### config.mk
export PLATFORM = sky130hd
export DESIGN_NAME = integer_to_ascii_radix
export DESIGN_NICKNAME = d
export VERILOG_FILES = /design/src/rtl/itar_pkg.sv /design/src/rtl/itar_front.sv /design/src/rtl/itar_queue.sv /design/src/rtl/itar_back.sv /design/src/rtl/integer_to_ascii_radix.sv
export SDC_FILE = /design/constraint.sdc
export NUM_CORES = 1
export LEC_CHECK = 0
export BUFFER_PORTS_ARGS = -buffer_cell sky130_fd_sc_hd__buf_4
export CAP_MARGIN = 20
export CORE_MARGIN = 3
export CORE_UTILIZATION = 35
export DETAILED_ROUTE_END_ITERATION = 10
export PLACE_DENSITY_LB_ADDON = 0.1
export SYNTH_ARGS = -nofsm -noshare
export SYNTH_HDL_FRONTEND = slang
export SYNTH_SLANG_ARGS = --single-unit
### constraint.sdc
create_clock -name clock -period 10.2 [get_ports clock]
set_input_delay 2.04 -clock clock [delete_from_list [all_inputs] [get_ports clock]]
set_output_delay 2.04 -clock clock [all_outputs]
set_load 0.02 [all_outputs]
### src/rtl/itar_pkg.sv
`default_nettype none
package itar_pkg;

   localparam int VALUE_PORT_W        = 64;
   localparam int VALUE_WIDTH_DEFAULT = 64;
   localparam int QUEUE_DEPTH         = 2;

   localparam logic [2:0] FMT_UDEC = 3'd0;
   localparam logic [2:0] FMT_OCT  = 3'd1;
   localparam logic [2:0] FMT_LHEX = 3'd2;
   localparam logic [2:0] FMT_UHEX = 3'd3;
   localparam logic [2:0] FMT_SDEC = 3'd4;

   localparam logic [1:0] KIND_DEC = 2'd0;
   localparam logic [1:0] KIND_OCT = 2'd1;
   localparam logic [1:0] KIND_HEX = 2'd2;

   typedef struct packed {
      logic [1:0] kind;
      logic       upper;
   } job_ctrl_type;

   function automatic logic [6:0] digit_ascii(input logic [3:0] d, input logic upper);
      logic [6:0] base;
      if (d < 4'd10) begin
         return 7'h30 + {3'b000, d};
      end
      base = upper ? 7'h41 : 7'h61;
      return base + {3'b000, d} - 7'd10;
   endfunction

endpackage
`default_nettype wire

### src/rtl/itar_front.sv
`default_nettype none
module itar_front #(
   parameter int VALUE_WIDTH = itar_pkg::VALUE_WIDTH_DEFAULT
) (
   input  wire logic                              req_valid,
   output logic                                   req_stall,
   input  wire logic [itar_pkg::VALUE_PORT_W-1:0] req_value,
   input  wire logic [2:0]                        req_format,
   input  wire logic                              queue_full,
   output logic                                   push,
   output logic [VALUE_WIDTH-1:0]                 job_mag,
   output itar_pkg::job_ctrl_type                 job_ctrl
);
   import itar_pkg::*;

   logic [VALUE_WIDTH-1:0] raw;

   assign raw       = req_value[VALUE_WIDTH-1:0];
   assign req_stall = queue_full;
   assign push      = req_valid && !queue_full;

   always_comb begin
      job_ctrl.upper = 1'b0;
      unique case (req_format) inside
         FMT_OCT:            job_ctrl.kind = KIND_OCT;
         FMT_LHEX, FMT_UHEX: job_ctrl.kind = KIND_HEX;
         default:            job_ctrl.kind = KIND_DEC;
      endcase
      if (req_format == FMT_UHEX) begin
         job_ctrl.upper = 1'b1;
      end
   end

   // signed decimal: convert the two's complement magnitude
   assign job_mag = (req_format == FMT_SDEC && raw[VALUE_WIDTH-1]) ? (~raw + 1'b1) : raw;

endmodule
`default_nettype wire

### src/rtl/itar_queue.sv
`default_nettype none
module itar_queue #(
   parameter int DATA_W = 8,
   parameter int DEPTH  = itar_pkg::QUEUE_DEPTH
) (
   input  wire logic              clock,
   input  wire logic              reset,
   input  wire logic              push,
   input  wire logic [DATA_W-1:0] push_data,
   output logic                   full,
   input  wire logic              pop,
   output logic [DATA_W-1:0]      pop_data,
   output logic                   not_empty
);
   import itar_pkg::*;

   localparam int PTR_W = (DEPTH > 1) ? $clog2(DEPTH) : 1;
   localparam int CNT_W = $clog2(DEPTH + 1);

   logic [DATA_W-1:0] mem [DEPTH];
   logic [PTR_W-1:0]  wr_ptr_ff, wr_ptr_in;
   logic [PTR_W-1:0]  rd_ptr_ff, rd_ptr_in;
   logic [CNT_W-1:0]  count_ff, count_in;

   assign full      = (count_ff == CNT_W'(DEPTH));
   assign not_empty = (count_ff != '0);
   assign pop_data  = mem[rd_ptr_ff];

   always_comb begin
      wr_ptr_in = wr_ptr_ff;
      rd_ptr_in = rd_ptr_ff;
      count_in  = count_ff;
      if (push) begin
         wr_ptr_in = (wr_ptr_ff == PTR_W'(DEPTH - 1)) ? '0 : wr_ptr_ff + 1'b1;
      end
      if (pop) begin
         rd_ptr_in = (rd_ptr_ff == PTR_W'(DEPTH - 1)) ? '0 : rd_ptr_ff + 1'b1;
      end
      if (push && !pop) begin
         count_in = count_ff + 1'b1;
      end else if (pop && !push) begin
         count_in = count_ff - 1'b1;
      end
   end

   always_ff @(posedge clock) begin
      if (reset) begin
         wr_ptr_ff <= '0;
         rd_ptr_ff <= '0;
         count_ff  <= '0;
      end else begin
         wr_ptr_ff <= wr_ptr_in;
         rd_ptr_ff <= rd_ptr_in;
         count_ff  <= count_in;
      end
   end

   always_ff @(posedge clock) begin
      if (push) begin
         mem[wr_ptr_ff] <= push_data;
      end
   end

endmodule
`default_nettype wire

### src/rtl/itar_back.sv
`default_nettype none
module itar_back #(
   parameter int VALUE_WIDTH = itar_pkg::VALUE_WIDTH_DEFAULT
) (
   input  wire logic                   clock,
   input  wire logic                   reset,
   input  wire logic                   job_valid,
   output logic                        job_pop,
   input  wire logic [VALUE_WIDTH-1:0] job_mag,
   input  wire itar_pkg::job_ctrl_type job_ctrl,
   output logic                        rsp_valid,
   input  wire logic                   rsp_stall,
   output logic [6:0]                  rsp_digit_char,
   output logic                        rsp_last
);
   import itar_pkg::*;

   localparam int DEC_DIGITS = (VALUE_WIDTH * 1233) / 4096 + 1;
   localparam int OCT_DIGITS = (VALUE_WIDTH + 2) / 3;
   localparam int HEX_DIGITS = (VALUE_WIDTH + 3) / 4;
   localparam int MAX_DIGITS = OCT_DIGITS;
   localparam int IDX_W      = (MAX_DIGITS > 1) ? $clog2(MAX_DIGITS) : 1;
   localparam int CNT_W      = $clog2(VALUE_WIDTH + 1);

   localparam logic [1:0] ST_IDLE   = 2'd0;
   localparam logic [1:0] ST_DABBLE = 2'd1;
   localparam logic [1:0] ST_COUNT  = 2'd2;
   localparam logic [1:0] ST_EMIT   = 2'd3;

   logic [1:0]                  state_ff, state_in;
   logic [MAX_DIGITS-1:0][3:0]  digits_ff, digits_in;
   logic [VALUE_WIDTH-1:0]      shift_ff, shift_in;
   logic [CNT_W-1:0]            bitcnt_ff, bitcnt_in;
   logic [IDX_W-1:0]            idx_ff, idx_in;
   logic                        upper_ff, upper_in;
   logic                        rsp_valid_ff, rsp_valid_in;
   logic [6:0]                  rsp_char_ff, rsp_char_in;
   logic                        rsp_last_ff, rsp_last_in;

   logic [DEC_DIGITS-1:0][3:0]  adj;
   logic [OCT_DIGITS*3-1:0]     oct_ext;
   logic [HEX_DIGITS*4-1:0]     hex_ext;
   logic [IDX_W-1:0]            top_idx;
   logic                        out_free;

   assign oct_ext  = (OCT_DIGITS*3)'(job_mag);
   assign hex_ext  = (HEX_DIGITS*4)'(job_mag);
   assign out_free = !rsp_valid_ff || !rsp_stall;

   assign rsp_valid      = rsp_valid_ff;
   assign rsp_digit_char = rsp_char_ff;
   assign rsp_last       = rsp_last_ff;

   // double dabble add-3 correction
   always_comb begin
      for (int i = 0; i < DEC_DIGITS; i++) begin
         adj[i] = (digits_ff[i] >= 4'd5) ? digits_ff[i] + 4'd3 : digits_ff[i];
      end
   end

   // most significant nonzero digit, zero gives one digit
   always_comb begin
      top_idx = '0;
      for (int i = 0; i < MAX_DIGITS; i++) begin
         if (digits_ff[i] != 4'd0) begin
            top_idx = IDX_W'(i);
         end
      end
   end

   always_comb begin
      state_in     = state_ff;
      digits_in    = digits_ff;
      shift_in     = shift_ff;
      bitcnt_in    = bitcnt_ff;
      idx_in       = idx_ff;
      upper_in     = upper_ff;
      rsp_valid_in = rsp_valid_ff;
      rsp_char_in  = rsp_char_ff;
      rsp_last_in  = rsp_last_ff;
      job_pop      = 1'b0;

      if (rsp_valid_ff && !rsp_stall) begin
         rsp_valid_in = 1'b0;
      end

      unique case (state_ff)
         ST_IDLE: begin
            if (job_valid) begin
               job_pop   = 1'b1;
               upper_in  = job_ctrl.upper;
               digits_in = '0;
               case (job_ctrl.kind)
                  KIND_OCT: begin
                     for (int i = 0; i < OCT_DIGITS; i++) begin
                        digits_in[i] = {1'b0, oct_ext[3*i +: 3]};
                     end
                     state_in = ST_COUNT;
                  end
                  KIND_HEX: begin
                     for (int i = 0; i < HEX_DIGITS; i++) begin
                        digits_in[i] = hex_ext[4*i +: 4];
                     end
                     state_in = ST_COUNT;
                  end
                  default: begin
                     shift_in  = job_mag;
                     bitcnt_in = CNT_W'(VALUE_WIDTH);
                     state_in  = ST_DABBLE;
                  end
               endcase
            end
         end
         ST_DABBLE: begin
            digits_in[0] = {adj[0][2:0], shift_ff[VALUE_WIDTH-1]};
            for (int i = 1; i < DEC_DIGITS; i++) begin
               digits_in[i] = {adj[i][2:0], adj[i-1][3]};
            end
            shift_in  = shift_ff << 1;
            bitcnt_in = bitcnt_ff - 1'b1;
            if (bitcnt_ff == CNT_W'(1)) begin
               state_in = ST_COUNT;
            end
         end
         ST_COUNT: begin
            idx_in   = top_idx;
            state_in = ST_EMIT;
         end
         ST_EMIT: begin
            if (out_free) begin
               rsp_valid_in = 1'b1;
               rsp_char_in  = digit_ascii(digits_ff[idx_ff], upper_ff);
               rsp_last_in  = (idx_ff == '0);
               if (idx_ff == '0) begin
                  state_in = ST_IDLE;
               end else begin
                  idx_in = idx_ff - 1'b1;
               end
            end
         end
         default: state_in = ST_IDLE;
      endcase
   end

   always_ff @(posedge clock) begin
      if (reset) begin
         state_ff     <= ST_IDLE;
         rsp_valid_ff <= 1'b0;
      end else begin
         state_ff     <= state_in;
         rsp_valid_ff <= rsp_valid_in;
      end
   end

   always_ff @(posedge clock) begin
      digits_ff   <= digits_in;
      shift_ff    <= shift_in;
      bitcnt_ff   <= bitcnt_in;
      idx_ff      <= idx_in;
      upper_ff    <= upper_in;
      rsp_char_ff <= rsp_char_in;
      rsp_last_ff <= rsp_last_in;
   end

endmodule
`default_nettype wire

### src/rtl/integer_to_ascii_radix.sv
`default_nettype none
// Binary to ASCII digit converter.
// Request channel (req_valid/req_stall): one value plus a format code
// (unsigned decimal, octal, lower hex, upper hex, signed decimal). A transfer
// happens on a clock edge with req_valid high and req_stall low.
// Response channel (rsp_valid/rsp_stall): one ASCII digit per transfer, most
// significant first, no leading zeros, rsp_last set on the final digit.
// Signed decimal emits the magnitude only, without a sign.
// Accepted requests wait in a two-entry queue; the converter takes one at a
// time. Decimal runs a shift-and-add-3 pass over the VALUE_WIDTH bits (64 by
// default), then a count step, then emits one digit per cycle while the
// output is not stalled. Octal and hex skip the shift pass and go straight
// to the count step. Holding rsp_stall freezes the pending digit; the next
// request is still taken while the queue has room. Reset empties the queue
// and drops any conversion in progress.
module integer_to_ascii_radix #(
   parameter int VALUE_WIDTH = itar_pkg::VALUE_WIDTH_DEFAULT
) (
   input  wire logic                              clock,
   input  wire logic                              reset,
   input  wire logic                              req_valid,
   output logic                                   req_stall,
   input  wire logic [itar_pkg::VALUE_PORT_W-1:0] req_value,
   input  wire logic [2:0]                        req_format,
   output logic                                   rsp_valid,
   input  wire logic                              rsp_stall,
   output logic [6:0]                             rsp_digit_char,
   output logic                                   rsp_last
);
   import itar_pkg::*;

   localparam int CTRL_W = $bits(job_ctrl_type);
   localparam int DATA_W = VALUE_WIDTH + CTRL_W;

   logic                   queue_full;
   logic                   push;
   logic [VALUE_WIDTH-1:0] push_mag;
   job_ctrl_type           push_ctrl;
   logic                   pop;
   logic                   not_empty;
   logic [DATA_W-1:0]      pop_data;
   logic [VALUE_WIDTH-1:0] pop_mag;
   job_ctrl_type           pop_ctrl;

   itar_front #(
      .VALUE_WIDTH(VALUE_WIDTH)
   ) u_front (
      .req_valid (req_valid),
      .req_stall (req_stall),
      .req_value (req_value),
      .req_format(req_format),
      .queue_full(queue_full),
      .push      (push),
      .job_mag   (push_mag),
      .job_ctrl  (push_ctrl)
   );

   itar_queue #(
      .DATA_W(DATA_W),
      .DEPTH (QUEUE_DEPTH)
   ) u_queue (
      .clock    (clock),
      .reset    (reset),
      .push     (push),
      .push_data({push_ctrl, push_mag}),
      .full     (queue_full),
      .pop      (pop),
      .pop_data (pop_data),
      .not_empty(not_empty)
   );

   assign pop_mag  = pop_data[VALUE_WIDTH-1:0];
   assign pop_ctrl = job_ctrl_type'(pop_data[DATA_W-1:VALUE_WIDTH]);

   itar_back #(
      .VALUE_WIDTH(VALUE_WIDTH)
   ) u_back (
      .clock         (clock),
      .reset         (reset),
      .job_valid     (not_empty),
      .job_pop       (pop),
      .job_mag       (pop_mag),
      .job_ctrl      (pop_ctrl),
      .rsp_valid     (rsp_valid),
      .rsp_stall     (rsp_stall),
      .rsp_digit_char(rsp_digit_char),
      .rsp_last      (rsp_last)
   );

endmodule
`default_nettype wire

======== After elaboration in Yosys (flattened, before gate mapping) ========
Memory sizes are Yosys's and may differ from the RTL's. A register that Yosys moved wholly into a read port is not among the register bits.
Index checks and enable logic that the tools add are counted.
operators by class
  multiplexer cells ....................... 84
  order comparisons ....................... 22
  reductions and logical operators ........ 46
  add/sub/neg operators ................... 30
  bitwise gates (word level) .............. 1
  equality and inequality tests ........... 17
operators by type and width
  kind                   count
  $pmux 64 s2            2
  $mux 64                3
  $pmux 80 s2            1
  $mux 4                 28
  $reduce_bool 4->1      21
  $ge 4x3->1 const B     20
  $mux 80                1
  $add 4x2->4 const B    19
  $add 64x1->64 const B  1
  $not 64->64            1
  $mux 5                 8
  $mux 7                 4
  $bmux 4 s5             1
  $mux 2                 9
  $mux 1                 16
  $mux 15                1
  $mux 3                 5
  $pmux 7 s2             1
  $pmux 5 s2             1
  $eq 2x2->1 const B     4
  $pmux 2 s4             1
  $reduce_bool 2->1      4
  $add 6x4->7 const A    1
  $add 7x4->7            1
  27 further kinds       46
word-level totals
  memories ................................ 1
  logic and storage cells ................. 234
  input port bits ......................... 71
  RAM bits ................................ 134
  bits in registers ....................... 176
  output and inout bits ................... 10
memory list
  memory       words  width  read ports  clocked after Yosys merged registers in  write ports  line              text
  u_queue.mem  2      67     1           1                                        1            itar_queue.sv:20  logic [DATA_W-1:0] mem [DEPTH];

======== Longest topological paths before layout ========
  depth in word-level cells ............... 23
  gate-level depth with buffers ........... 11
  gate-level depth less buffers ........... 9

======== Modules after synthesis ========
A second synthesis with hierarchy kept.
second synthesis, totals
  cell total of the unflattened synthesis .. 1448
  area, all modules ....................... 17391.7 sq um
modules (own cells, without submodules)
  module      area an instance (sq um)  instances  cells each  sequential area each (sq um)
  itar_back   10684.0                   1          987         5134.9
  itar_queue  5156.2                    1          230         4124.0
  itar_front  1551.5                    1          231         0.0

======== Least setup slack after synthesis ========
Ideal clock, no wire load.
  path type ............................... register -> register
  from .................................... reg u_back.state_ff[0]
  to ...................................... reg u_back.bitcnt_ff[0], enable pin
  clock period less this slack ............ 8.609 ns
  cell stages (with the launch flop) ...... 6
  buffers on the path ..................... 0
  arrival ................................. 8.001 ns
  path slack .............................. 1.591 ns
  setup time .............................. 0.609 ns
  data required time ...................... 9.591 ns
  cell sequence ........................... dfxtp_1 inv_1 ha_1 nand2_1 o21a_1 a21boi_0
on the way
  longest elaborated chain between the ends .. 3
  elaborated cells between the ends (all ways) .. 6
  classes of those cells .................. 3 x eq/ne; 3 x reduce/logical
RTL lines
  element                                                    line              text
  from (decl)                                                itar_back.sv:30   logic [1:0] state_ff, state_in;
  from (signal assigned)                                     itar_back.sv:150  state_ff <= state_in;
  $eq 2x1->1 or $logic_not 2->1 (tied branches)              itar_back.sv:87   unique case (state_ff)
  $reduce_bool 2->1 (no line) or $ne 2x2->1 (tied branches)  n/a
  $reduce_and 3->1 (no line) (*)                             n/a
  to (signal assigned)                                       itar_back.sv:158  bitcnt_ff <= bitcnt_in;
  to (decl)                                                  itar_back.sv:33   logic [CNT_W-1:0] bitcnt_ff, bitcnt_in;
Mark *: on every way between the ends. The rest lies on a longest branch, timed or not.
A chain may end at the register's enable or synchronous reset.

======== Worst setup path in the final report ========
  from .................................... in req_value[4] (netlist bit)
  to ...................................... mem u_queue.mem[1][55] (netlist bit) (data pin)
on the way
  longest elaborated chain between the ends .. 3
RTL lines
  element           line                          text
  from (decl)       integer_to_ascii_radix.sv:23  input wire logic [itar_pkg::VALUE_PORT_W-1:0] req_value,
  $not 64->64       itar_front.sv:35              assign job_mag = (req_format == FMT_SDEC && raw[VALUE_WIDTH-1]) ? (~raw + 1'b1) : raw;
  $add 64x1->64     itar_front.sv:35
  $mux 64           itar_front.sv:35
  net push_mag[55]  integer_to_ascii_radix.sv:37  logic [VALUE_WIDTH-1:0] push_mag;
  to (decl)         itar_queue.sv:20
The timed path passes the listed nets, and every way through them passes these cells.

==> results.md <==
- Synthesized Nets: 1,512
- Routed met1 length: between 20 and 25 mm
- Crit Reg-Reg Endpoint: u_back.rsp_digit_char[2]
- Max-Slew Margin vs Limit: 0.333
- Syn_area_per_cell: 12.1 µm²
- RSZ-0062 raised after global routing: false
- GRT overflow: 0
- DRC viols: 0
- PostCTS Resize Cnt: 0
- Worst slew pin tran: 1.00 ns
- CTS buffer count: 38
- Max Buffers Root-to-Sink: 3
- Worst Reg-to-Reg Cells: 9
- Max incr delay on CP: about 0.82 ns
- Yosys warning count: 0
- Starting DRT DRC Count: ~750
- N_diodes: 0
- GP Congestion: 0.771
- Worst-Skew Late Latency: 0.55 ns
- Synth cell types: roughly 60
- Max Cap Viol: 0
- Synth Cell Area: 16,800 µm²
- First-pass GRT wire length: around 67 mm
- Most common flop cell mapped by yosys: edfxtp_1
- Core Box Area: 47,100 µm²
- Commonest non-fill, non-tap cell in the layout: edfxtp_1
- Area Overhead vs Synth: 14.3%
- F_max: 209 MHz
- #FFs+latches synth: between 300 and 400
- Site Rows: between 70 and 80
- Initial Utilization: 0.358
- CP required: 10.48 ns
- Setup Buffers After CTS: 0
- CTS sink count: 311
- Wirelength per Cell: between 20 and 25 µm
- Most frequent cells in the layout: edfxtp_1, mux2_2, o21ai_0
- Worst-path cell chain: buf_4, nor4_1, nor4b_2, nand4_1, nor3_1, a21oi_1, xor2_1
- Crit-path max FO: 8
- Max stage delay cell, worst path: nor3_1
- Total GRT Usage: 0.173
- Gate Count Post-Synth: ~1,400
- CP startpoint: req_value[4]
- DR top layer: met4
- CTS tree: done
- Hold buffers post-CTS: 0
- Clk root buf: clkbuf_16
- EDFF count, synth: 303
- Placed cell area: 18,100 µm²
- WL met2: between 15 and 20 mm
- Clk pin slew, worst setup/hold paths: approximately 0.050 ns
- Die Span X: 225 µm
- Fin worst setup slack: 5.42 ns
- DP HPWL: 30.5 mm
- Met3 wire len: 1.74 mm
- Final worst path period share: 0.469
- Synth async-reset ratio: 0
- I/O pins: 81
- Antenna violations before repair: 1
- Layout fillers: about 4,500
- WP data arrival: 5.06 ns
- Die Ht: 225 µm
- Vias: 11,100
- Critical register-to-register path startpoint: u_back.idx_ff[0]
- Final WL: 44.0 mm
- Design area: 19,300 µm²
- Pin count of the biggest net entering global routing: 81
- Share of layout cells above drive strength 1: 0.201
- Vias/cell: 5.31
- Fin nets: between 1,500 and 2,000
- Drt pass-1 iters: 5
- Hold Fails Final Rpt: 0
- Setup TNS Final: 0 ns
- Worst hold path class: flop to flop
- Setup violators final: 0
- CP endpoint kind: flop
- Worst setup SP type: input pin
- Leak Pwr: 6.72 nW
- Pwr Density: 305 nW/µm²
- Max Slew Vio Count: 0
- Vias in the first global route: 11,000
- Status: complete, no violations
- Hold WS: just over 0.5 ns
- Peak supply drop: roughly 0.16 mV
- H-tree depth: 2
- Fin Clk Skew: 0.0233 ns
- Pre-CTS WS: 4.83 ns
- Reg2Reg Setup Slack: 6.64 ns
- Port Buffer Count: 80
- Final min period: 4.78 ns
- DRT antenna net count: 0
- Crit path kind: input pin to flop
- End of the critical path: u_queue.mem[1][55]
- Post-synthesis sequential area ratio: 0.550
- Die ar.: 50,800 µm²
==> layer usage <==
layer	GRT usage	vias to the layer above
met2	0.261	229
met1	0.256	5466
met4	0.0533	0
met5	0	-
li1	-	5364
met3	0.0257	61
==> cells by family after synthesis <==
group | share of synthesized area
DFF | 0.550
buffers and inverters | 0.0288
xor gates and xnor gates | 0.0582
AOI/OAI and AO/OA | 0.115
and+or+nand+nor | 0.0951
adders and majority gates | 0.0401
muxes | 0.113
==> sequential cells by signal (all words and copies together), names as in the netlist, 2 cells and up, named ones only <==
register and count:
u_back.bitcnt_ff 7, u_back.digits_ff 84, u_back.idx_ff 5, u_back.rsp_digit_char 7, u_back.shift_ff 64, u_back.state_ff 2
u_queue.count_ff 2, u_queue.mem 134
==> synthesized netlist by cell type, drive strengths merged (4+ instances only) <==
master | instances | area (µm²)
edfxtp | 303 | 9100
mux2 | 115 | 1290
o21ai | 100 | 500
nand2 | 88 | 330
a21oi | 87 | 435
nor2 | 75 | 282
inv | 62 | 233
xor2 | 57 | 499
xnor2 | 55 | 482
ha | 54 | 676
clkbuf | 46 | 173
a22oi | 45 | 338
nor3b | 26 | 195
nand2b | 25 | 156
nor3 | 23 | 115
mux2i | 21 | 210
mux4 | 18 | 405
o31ai | 18 | 135
buf | 17 | 71.3
o22ai | 17 | 106
nand3 | 16 | 80.1
o32ai | 15 | 131
or4 | 11 | 90.1
or3 | 9 | 56.3
dfxtp | 8 | 160
or3b | 8 | 70.1
nor2b | 6 | 37.5
a31oi | 5 | 31.3
and3 | 5 | 31.3
a211oi | 4 | 30.0
a21o | 4 | 30.0
a22o | 4 | 35.0
nor4 | 4 | 25.0
o41ai | 4 | 35.0
==> where the power goes <==
group          switching, mW  internal (mW)  total (mW)
sequential             0.312           2.09        2.40
combinational           1.36          0.850        2.21
clock                  0.522          0.742        1.26
==> area by class of cell <==
cell class	count	area, µm²	area share
Sequential cell	311	9260	0.481
Tap cell	607	759	0.0394
Clock buffer	54	1050	0.0547
Timing Repair Buffer	95	713	0.0370
Multi-Input combinational cell	949	7130	0.370
Clock inverter	14	93.8	0.00487
Inverter	64	243	0.0126
==> metrics by stage <==
step	cells	total power, mW	util
floorplan	1387	3.94	-
global placement	2026	4.63	0.385
detailed placement	2026	4.64	0.385
CTS	2094	5.94	0.409
global route	2094	6.26	0.409
finish	2094	5.87	0.409
==> worst max-delay path: cells and delay by family <==
kind / cells / cell delay [ns]
buf+inv: 1 / 0.12
simple gates: 4 / 2.52
xor+xnor: 1 / 0.19
compound gates: 1 / 0.18
==> how the worst min path moves through the flow <==
stage / start / to / cells past startpoint
floorplan: u_queue.rd_ptr_ff / flop / 2
global placement: u_queue.rd_ptr_ff / u_queue.rd_ptr_ff / 2
detailed placement: u_queue.rd_ptr_ff / flop / 2
CTS: u_queue.rd_ptr_ff / u_queue.rd_ptr_ff / 2
global route: u_queue.rd_ptr_ff / u_queue.rd_ptr_ff / 2
finish: u_queue.rd_ptr_ff / u_queue.rd_ptr_ff / 2
(Power assumes the default switching activity.)
